`src/hw/rtl/stq_pkg.sv`:
```
`timescale 1ns / 1ps
// ----------------------------------------------------------------------------
// stq_pkg: shared types and codes of the sorted timer queue
// Command kinds, result status codes and the layout of one stored timer.
// ----------------------------------------------------------------------------
package stq_pkg;

	localparam int TIME_W   = 32;
	localparam int ID_W     = 16;
	localparam int HELD_W   = 7;
	localparam int STATUS_W = 3;

	typedef enum logic [1:0] {
		KIND_ADD    = 2'd0,
		KIND_ADJUST = 2'd1,
		KIND_DELETE = 2'd2,
		KIND_TICK   = 2'd3
	} kind_t;

	typedef enum logic [STATUS_W-1:0] {
		STATUS_DONE      = 3'd0,
		STATUS_EXPIRED   = 3'd1,
		STATUS_FULL      = 3'd2,
		STATUS_NOT_FOUND = 3'd3,
		STATUS_NONE      = 3'd4
	} status_t;

	// One timer as it sits in the table.
	typedef struct packed {
		logic [TIME_W-1:0] expiry;
		logic [ID_W-1:0]   owner;
	} entry_t;

endpackage

```
`src/hw/rtl/sorted_timer_queue.sv`:
```
`timescale 1ns / 1ps
// ----------------------------------------------------------------------------
// sorted_timer_queue: table of timers kept in ascending order of expiry
// Add, adjust, delete and tick commands over a RAM-backed sorted list that a
// small sequencer walks one entry per cycle.
// ----------------------------------------------------------------------------
//
// Channel   Signals                                   Transfer
// command   start, busy, kind, conn_id,               start high and busy low
//           expire_time, now                          at a rising edge
// result    result_valid, status, expired_id,         every cycle with
//           expired_at, held, last                    result_valid high
//
// The time a command takes grows with the number of timers held, since the
// single read port of the table RAM is walked one entry per cycle.
// Reset clears the count of held timers; the table contents are not cleared
// and need no clearing pass, since only entries below the count are used.
// The receiver cannot stall: each result is shown for exactly one cycle.
// ----------------------------------------------------------------------------
module sorted_timer_queue
	import stq_pkg::*;
#(
	parameter int CAPACITY = 64
) (
	input  logic                clk,
	input  logic                arst_n,
	input  logic                start,
	output logic                busy,
	input  logic [1:0]          kind,
	input  logic [ID_W-1:0]     conn_id,
	input  logic [TIME_W-1:0]   expire_time,
	input  logic [TIME_W-1:0]   now,
	output logic                result_valid,
	output logic [STATUS_W-1:0] status,
	output logic [ID_W-1:0]     expired_id,
	output logic [TIME_W-1:0]   expired_at,
	output logic [HELD_W-1:0]   held,
	output logic                last
);

	localparam int AW = $clog2(CAPACITY);
	localparam int CW = $clog2(CAPACITY + 1);

	// Sequencer states. INS walks downward moving later entries up by one
	// until the slot for the new timer is found. DEL walks upward looking for
	// the owner and closes the gap behind it. TICK walks upward reporting
	// expired timers one step late (so the final one can be marked) and then
	// moves the survivors down to the head of the table.
	typedef enum logic [2:0] {
		S_IDLE,
		S_INS_PREP,
		S_INS,
		S_PUT0,
		S_DEL,
		S_TICK,
		S_FLUSH
	} state_t;

	state_t            state_q;
	logic [CW-1:0]     cnt_q;
	logic [AW-1:0]     dix_q;
	kind_t             kind_q;
	logic [ID_W-1:0]   id_q;
	logic [TIME_W-1:0] time_q;
	logic              found_q;
	logic              shift_q;
	logic [CW-1:0]     k_q;
	logic [ID_W-1:0]   pend_id_q;
	logic [TIME_W-1:0] pend_at_q;

	logic                rvalid_q;
	logic [STATUS_W-1:0] status_q;
	logic [ID_W-1:0]     eid_q;
	logic [TIME_W-1:0]   eat_q;
	logic [HELD_W-1:0]   held_q;
	logic                last_q;

	// RAM port signals.
	logic          ram_we;
	logic [AW-1:0] ram_waddr;
	entry_t        ram_wdata;
	logic [AW-1:0] ram_raddr;
	logic [$bits(entry_t)-1:0] ram_rdata;

	entry_t        rd;
	entry_t        new_entry;
	logic [AW-1:0] last_idx;
	logic          ins_move;
	logic          del_hit;
	logic          tick_exp;
	logic          found_now;
	kind_t         kind_in;

	stq_ram #(
		.WIDTH($bits(entry_t)),
		.DEPTH(CAPACITY)
	) u_table (
		.clk  (clk),
		.we   (ram_we),
		.waddr(ram_waddr),
		.wdata(ram_wdata),
		.raddr(ram_raddr),
		.rdata(ram_rdata)
	);

	assign rd        = entry_t'(ram_rdata);
	assign new_entry = '{expiry: time_q, owner: id_q};
	assign kind_in   = kind_t'(kind);

	// Index of the highest held entry; only meaningful when the count is
	// nonzero, which every state that uses it guarantees.
	assign last_idx  = AW'(cnt_q - CW'(1));

	// An entry later than the new expiry moves up; equal expiries stay ahead.
	assign ins_move  = rd.expiry > time_q;
	assign del_hit   = rd.owner == id_q;
	assign tick_exp  = rd.expiry <= time_q;
	assign found_now = found_q | del_hit;

	// Table port control. Reads run one entry ahead of the entry being
	// evaluated; a read past either end of the list is simply ignored.
	always_comb begin
		ram_we    = 1'b0;
		ram_waddr = dix_q;
		ram_wdata = rd;
		ram_raddr = dix_q;
		unique case (state_q)
			S_IDLE: begin
				ram_raddr = (kind_in == KIND_ADD) ? last_idx : '0;
			end
			S_INS_PREP: begin
				ram_raddr = last_idx;
			end
			S_INS: begin
				ram_raddr = dix_q - AW'(1);
				ram_we    = 1'b1;
				ram_waddr = dix_q + AW'(1);
				ram_wdata = ins_move ? rd : new_entry;
			end
			S_PUT0: begin
				ram_we    = 1'b1;
				ram_waddr = '0;
				ram_wdata = new_entry;
			end
			S_DEL: begin
				ram_raddr = dix_q + AW'(1);
				ram_we    = found_q;
				ram_waddr = dix_q - AW'(1);
			end
			S_TICK: begin
				ram_raddr = dix_q + AW'(1);
				ram_we    = (k_q != '0) && (shift_q || !tick_exp);
				ram_waddr = AW'(dix_q - k_q);
			end
			S_FLUSH: begin
			end
			default: begin
			end
		endcase
	end

	always_ff @(posedge clk or negedge arst_n) begin
		if (!arst_n) begin
			state_q   <= S_IDLE;
			cnt_q     <= '0;
			dix_q     <= '0;
			kind_q    <= KIND_ADD;
			id_q      <= '0;
			time_q    <= '0;
			found_q   <= 1'b0;
			shift_q   <= 1'b0;
			k_q       <= '0;
			pend_id_q <= '0;
			pend_at_q <= '0;
			rvalid_q  <= 1'b0;
			status_q  <= STATUS_DONE;
			eid_q     <= '0;
			eat_q     <= '0;
			held_q    <= '0;
			last_q    <= 1'b0;
		end else begin
			rvalid_q <= 1'b0;
			unique case (state_q)
				S_IDLE: begin
					if (start) begin
						kind_q  <= kind_in;
						id_q    <= conn_id;
						time_q  <= (kind_in == KIND_TICK) ? now : expire_time;
						found_q <= 1'b0;
						shift_q <= 1'b0;
						k_q     <= '0;
						eid_q   <= '0;
						eat_q   <= '0;
						last_q  <= 1'b1;
						unique case (kind_in)
							KIND_ADD: begin
								if (cnt_q == CW'(CAPACITY)) begin
									rvalid_q <= 1'b1;
									status_q <= STATUS_FULL;
									held_q   <= HELD_W'(cnt_q);
								end else if (cnt_q == '0) begin
									state_q <= S_PUT0;
								end else begin
									dix_q   <= last_idx;
									state_q <= S_INS;
								end
							end
							KIND_ADJUST, KIND_DELETE: begin
								if (cnt_q == '0) begin
									rvalid_q <= 1'b1;
									status_q <= STATUS_NOT_FOUND;
									held_q   <= '0;
								end else begin
									dix_q   <= '0;
									state_q <= S_DEL;
								end
							end
							KIND_TICK: begin
								if (cnt_q == '0) begin
									rvalid_q <= 1'b1;
									status_q <= STATUS_NONE;
									held_q   <= '0;
								end else begin
									dix_q   <= '0;
									state_q <= S_TICK;
								end
							end
							default: begin
							end
						endcase
					end
				end

				S_INS_PREP: begin
					dix_q   <= last_idx;
					state_q <= S_INS;
				end

				S_INS: begin
					dix_q <= dix_q - AW'(1);
					if (ins_move) begin
						// The bottom entry moved up too: the new timer goes first.
						if (dix_q == '0) begin
							state_q <= S_PUT0;
						end
					end else begin
						rvalid_q <= 1'b1;
						status_q <= STATUS_DONE;
						eid_q    <= '0;
						eat_q    <= '0;
						last_q   <= 1'b1;
						held_q   <= HELD_W'(cnt_q + CW'(1));
						cnt_q    <= cnt_q + CW'(1);
						state_q  <= S_IDLE;
					end
				end

				S_PUT0: begin
					rvalid_q <= 1'b1;
					status_q <= STATUS_DONE;
					eid_q    <= '0;
					eat_q    <= '0;
					last_q   <= 1'b1;
					held_q   <= HELD_W'(cnt_q + CW'(1));
					cnt_q    <= cnt_q + CW'(1);
					state_q  <= S_IDLE;
				end

				S_DEL: begin
					dix_q   <= dix_q + AW'(1);
					found_q <= found_now;
					if (dix_q == last_idx) begin
						if (!found_now) begin
							rvalid_q <= 1'b1;
							status_q <= STATUS_NOT_FOUND;
							held_q   <= HELD_W'(cnt_q);
							state_q  <= S_IDLE;
						end else begin
							cnt_q <= cnt_q - CW'(1);
							if (kind_q == KIND_DELETE) begin
								rvalid_q <= 1'b1;
								status_q <= STATUS_DONE;
								held_q   <= HELD_W'(cnt_q - CW'(1));
								state_q  <= S_IDLE;
							end else if (cnt_q == CW'(1)) begin
								// Adjust of the only timer: the table is now empty.
								state_q <= S_PUT0;
							end else begin
								state_q <= S_INS_PREP;
							end
						end
					end
				end

				S_TICK: begin
					dix_q <= dix_q + AW'(1);
					if (shift_q) begin
						if (dix_q == last_idx) begin
							cnt_q   <= cnt_q - k_q;
							state_q <= S_IDLE;
						end
					end else if (tick_exp) begin
						// Report the previous expired timer, now known not final.
						if (k_q != '0) begin
							rvalid_q <= 1'b1;
							status_q <= STATUS_EXPIRED;
							eid_q    <= pend_id_q;
							eat_q    <= pend_at_q;
							held_q   <= HELD_W'(cnt_q - k_q);
							last_q   <= 1'b0;
						end
						pend_id_q <= rd.owner;
						pend_at_q <= rd.expiry;
						k_q       <= k_q + CW'(1);
						if (dix_q == last_idx) begin
							state_q <= S_FLUSH;
						end
					end else if (k_q == '0) begin
						rvalid_q <= 1'b1;
						status_q <= STATUS_NONE;
						held_q   <= HELD_W'(cnt_q);
						state_q  <= S_IDLE;
					end else begin
						// First survivor: the held report is the final one.
						rvalid_q <= 1'b1;
						status_q <= STATUS_EXPIRED;
						eid_q    <= pend_id_q;
						eat_q    <= pend_at_q;
						held_q   <= HELD_W'(cnt_q - k_q);
						last_q   <= 1'b1;
						shift_q  <= 1'b1;
						if (dix_q == last_idx) begin
							cnt_q   <= cnt_q - k_q;
							state_q <= S_IDLE;
						end
					end
				end

				S_FLUSH: begin
					rvalid_q <= 1'b1;
					status_q <= STATUS_EXPIRED;
					eid_q    <= pend_id_q;
					eat_q    <= pend_at_q;
					held_q   <= HELD_W'(cnt_q - k_q);
					last_q   <= 1'b1;
					cnt_q    <= cnt_q - k_q;
					state_q  <= S_IDLE;
				end

				default: begin
					state_q <= S_IDLE;
				end
			endcase
		end
	end

	assign busy         = (state_q != S_IDLE);
	assign result_valid = rvalid_q;
	assign status       = status_q;
	assign expired_id   = eid_q;
	assign expired_at   = eat_q;
	assign held         = held_q;
	assign last         = last_q;

endmodule

```
`src/hw/rtl/stq_ram.sv`:
```
`timescale 1ns / 1ps
// ----------------------------------------------------------------------------
// stq_ram: generic simple dual-port RAM
// One write port and one read port, read data registered (read-first).
// ----------------------------------------------------------------------------
module stq_ram #(
	parameter int WIDTH = 48,
	parameter int DEPTH = 64
) (
	input  logic                     clk,
	input  logic                     we,
	input  logic [$clog2(DEPTH)-1:0] waddr,
	input  logic [WIDTH-1:0]         wdata,
	input  logic [$clog2(DEPTH)-1:0] raddr,
	output logic [WIDTH-1:0]         rdata
);

	logic [WIDTH-1:0] mem [DEPTH];
	logic [WIDTH-1:0] rdata_q;

	always_ff @(posedge clk) begin
		if (we) begin
			mem[waddr] <= wdata;
		end
		rdata_q <= mem[raddr];
	end

	assign rdata = rdata_q;

endmodule
```
`config.mk`:
```
export PLATFORM = sky130hd
export DESIGN_NAME = sorted_timer_queue
export DESIGN_NICKNAME = d
export VERILOG_FILES = /design/src/hw/rtl/stq_pkg.sv /design/src/hw/rtl/sorted_timer_queue.sv /design/src/hw/rtl/stq_ram.sv
export SDC_FILE = /design/constraint.sdc
export NUM_CORES = 2
export LEC_CHECK = 0
export ABC_CLOCK_PERIOD_IN_PS = 8300
export BUFFER_PORTS_ARGS = -buffer_cell sky130_fd_sc_hd__buf_2
export CAP_MARGIN = 20
export CORE_AREA = 2 2 573 575
export DETAILED_ROUTE_END_ITERATION = 10
export DIE_AREA = 0 0 575 577
export GPL_TIMING_DRIVEN = 0
export HOLD_SLACK_MARGIN = 0.12
export PLACE_DENSITY = 0.65
export SETUP_SLACK_MARGIN = 0.15
export SYNTH_ARGS = -nofsm -noshare
export SYNTH_HDL_FRONTEND = slang
export SYNTH_HIERARCHICAL = 1
export SYNTH_SLANG_ARGS = --single-unit
```
`constraint.sdc`:
```
create_clock -name clk -period 8.3 [get_ports clk]
set_input_delay 1.66 -clock clk [delete_from_list [all_inputs] [get_ports clk]]
set_output_delay 1.66 -clock clk [all_outputs]
set_load 0.05 [all_outputs]
```
==> impl_metrics.toml <==
[synthesis]
yosys-top-cells-area = "edfxtp_1, mux4_2, dfrtp_1"
synth_common_cells = "edfxtp_1, mux4_2, nand2_1, mux2i_1, clkbuf_1"
syn_nets = 6762
yosys_register_bits = 3303
syn_inst = 6620
synth.distinct_cells = 88
netlist_area_um2 = 129600
yosysMostFrequentCell = "edfxtp_1"
synth-seq-area-share = 0.7546
yosysTopAreaCell = "edfxtp_1"
ys.warnings.count = 6
syn_area_per_cell_um2 = 19.57
synth-async-reset-ratio = 0.05540
ys.flop_type = "edfxtp_1"
synth_edf_count = 3072
synth_top_area_share = 0.7119

[detailed_routing]
ant_nets = 0
dr_total_vias = 74020
wl_per_cell_um = 35.10
route.detailed.drc = 0
routed_wl_mm = 421.3
drtIter0Drc = 12080
viasPerCell = 6.167
dr.pass1.iters = 6

[worst_setup_path]
start_kind = "register"
r2r_cells = 18
cp_top_family = "buffers and inverters"
worst_ep_arrival_time_ns = 8.84
cpMostUsedCell = "clkbuf_1"
path_cells = "clkbuf_1 -> inv_1 -> ha_1 -> xor2_1 -> a22oi_1 -> o22ai_1 -> a311oi_1 -> a21oi_1 -> buf_6 -> buf_2 -> nor2b_1 -> clkbuf_1 -> clkbuf_1 -> buf_1 -> a22oi_1 -> nand4_1 -> o21ai_0 -> a21oi_1"
cp_slowest_cell = "a21oi_1"
r2r_setup_slack_ns = 0.22
r2r_end = "u_table/rdata[33]$_DFF_P_"
crit_path_max_fanout = 10
reg2reg_from = "cnt_q[0]$_DFFE_PN0P_"
path_class = "register to register"
cpPeakStageDelay_ns = 0.90
worstSetupEndpointType = "register"
cp.buffers_inverters = 7
critPathRequiredTime_ns = 9.06

[placed_design]
portBuffers = 145
placed_cell_area_um2 = 141600
gp_congestion = 0.9187
hpwl_mm = 293.7
dpl_worst_slack_ns = 0.5592
dp.cells = 11360

[cells_and_area]
fin_util = 0.4684
finalNetCount = 7518
drive_above_1_share = 0.2560
finalInstanceArea_um2 = 152600
stdcell_count = 12000
area.growth.synth_to_final_pct = 17.77

[timing]
fin_skew_ns = 0.09094
timing.final.crit_period_ns = 8.081
fin_ws_ns = 0.2189
setup_violations = 0
rsz0062_at_grt = "false"
fmax_mhz = 123.7
worstMarginPinSlew_ns = 1.277
period_share = 0.9736
finalHoldViolations = 0
slew_viol_final = 0
maxSlewHeadroom = 0.1489

[floorplan]
fp-row-count = 210
die_y_um = 577
die_x_um = 575
ioPinCount = 146
dieArea_um2 = 331800
fp.coreArea_um2 = 325800
initial_core_util = 0.3977

[run_status]
outcome = "complete, no violations"

[global_routing]
grt_pass1_wl_mm = 576.2
grt_pass1_vias = 71480
grt_usage = 0.2502
antenna_found_initial = 34
overflow = 0
grt_max_degree = 107

[clock_tree]
cts_made_buffers = 347
root_buffer = "clkbuf_16"
tritoncts = "done"
worstSkewPairLatency_ns = 0.97
cts_setup_buffers = 0
htree_num_levels = 5
max-clock-path-buffers = 4
cts.reportedPaths.clkPinSlew_ns = 0.07
ctsHoldBuffers = 0
clock-sinks = 3303
cts_resized = 0

[pwr]
p_per_area_nw_per_um2 = 453.9
leakage_nw = 49.56
p_total_mw = 69.26
ir_drop_v = 0.0003365

[min_path]
hold_end = "pend_at_q[7]$_DFFE_PN0P_"
hold_depth = 2
min_from = "u_table/rdata[23]$_DFF_P_"
hold_path.class = "register to register"

[job]
drv_cap = 0
per-layer routing:
metal  track usage  vias to the layer above  wire, um
li1              -                    28640         -
met1        0.3254                    38610    150800
met2        0.3770                     5577    186900
met3       0.07778                     1171     57430
met4        0.1330                       24     25880
met5      0.001004                        -       257
worst register-to-register path: stages (launching register included):
cell	delay, ns
dfrtp_1	0.52
clkbuf_1	0.57
inv_1	0.23
ha_1	0.36
xor2_1	0.56
a22oi_1	0.19
o22ai_1	0.25
a311oi_1	0.10
a21oi_1	0.34
buf_6	0.24
buf_2	0.48
nor2b_1	0.19
clkbuf_1	0.76
clkbuf_1	0.88
buf_1	0.56
a22oi_1	0.21
nand4_1	0.17
o21ai_0	0.42
a21oi_1	0.90
per-stage QoR:
stage                     hold slack, ns  setup TNS (ns)
final                             0.4389               0
after global routing              0.4722               0
after CTS                         0.4345               0
after detailed placement          0.4675               0
after global placement            0.4645        -8308.44
after floorplan                   0.4295               0
worst max-delay path by stage:
stage	slack (ns)	cells past startpoint	start	endpoint
floorplan	2.09	12	dix_q[0]$_DFFE_PN0P_	u_table/mem[48][0]$_DFFE_PP_
global placement	-5.56	9	state_q[2]$_DFFE_PN0P_	u_table/mem[55][42]$_DFFE_PP_
detailed placement	0.56	18	cnt_q[0]$_DFFE_PN0P_	u_table/rdata[24]$_DFF_P_
CTS	0.56	18	cnt_q[0]$_DFFE_PN0P_	u_table/rdata[24]$_DFF_P_
global route	0.19	18	cnt_q[0]$_DFFE_PN0P_	u_table/rdata[33]$_DFF_P_
finish	0.22	18	cnt_q[0]$_DFFE_PN0P_	u_table/rdata[33]$_DFF_P_
sequential cells by signal, indices dropped and copies added (netlist names), 16 cells and up:
register,cells
id_q,16
u_table/rdata,48
pend_id_q,16
time_q,32
pend_at_q,32
u_table/mem,3072
expired_at,32
expired_id,16
area by class of cell:
type	count	area, um^2
fill	26670	173200
sequential	3303	97790
multi-input combinational	2813	30110
clock buffer	433	9193
timing repair buffer	407	6006
tap	4346	5438
buffer	395	2105
clock inverter	169	1486
inverter	109	409.1
antenna	28	70.07
layout by cell type (no fill, tap or decap), types with 78 or more instances in the layout:
master	count
mux4_2	672
buf_2	258
a22oi_1	88
inv_1	107
nand2_1	425
o21ai_0	139
a21oi_1	78
nand3_1	163
clkbuf_1	262
clkbuf_16	352
mux2_2	90
edfxtp_1	3072
mux2i_1	234
dfrtp_1	183
buf_12	163
nor2_1	94
o22ai_1	138
kinds of logic after synthesis:
family                     Yosys count  synth area share
AOI/OAI and AO/OA                  736           0.03870
xor gates and xnor gates            50          0.003602
adders and majority gates           57          0.005620
buffers and inverters              504           0.01940
DFF                               3303            0.7546
muxes                             1006            0.1439
and+or+nand+nor                    964           0.03418
power by group:
group	switching (mW)	internal, mW	leakage, nW
combinational	21.5	10.8	13.9
sequential	0.653	21.5	30.4
clock	6.26	8.59	5.24
total	28.4	40.9	49.6
No activity file was read; power rests on OpenSTA's default activity.
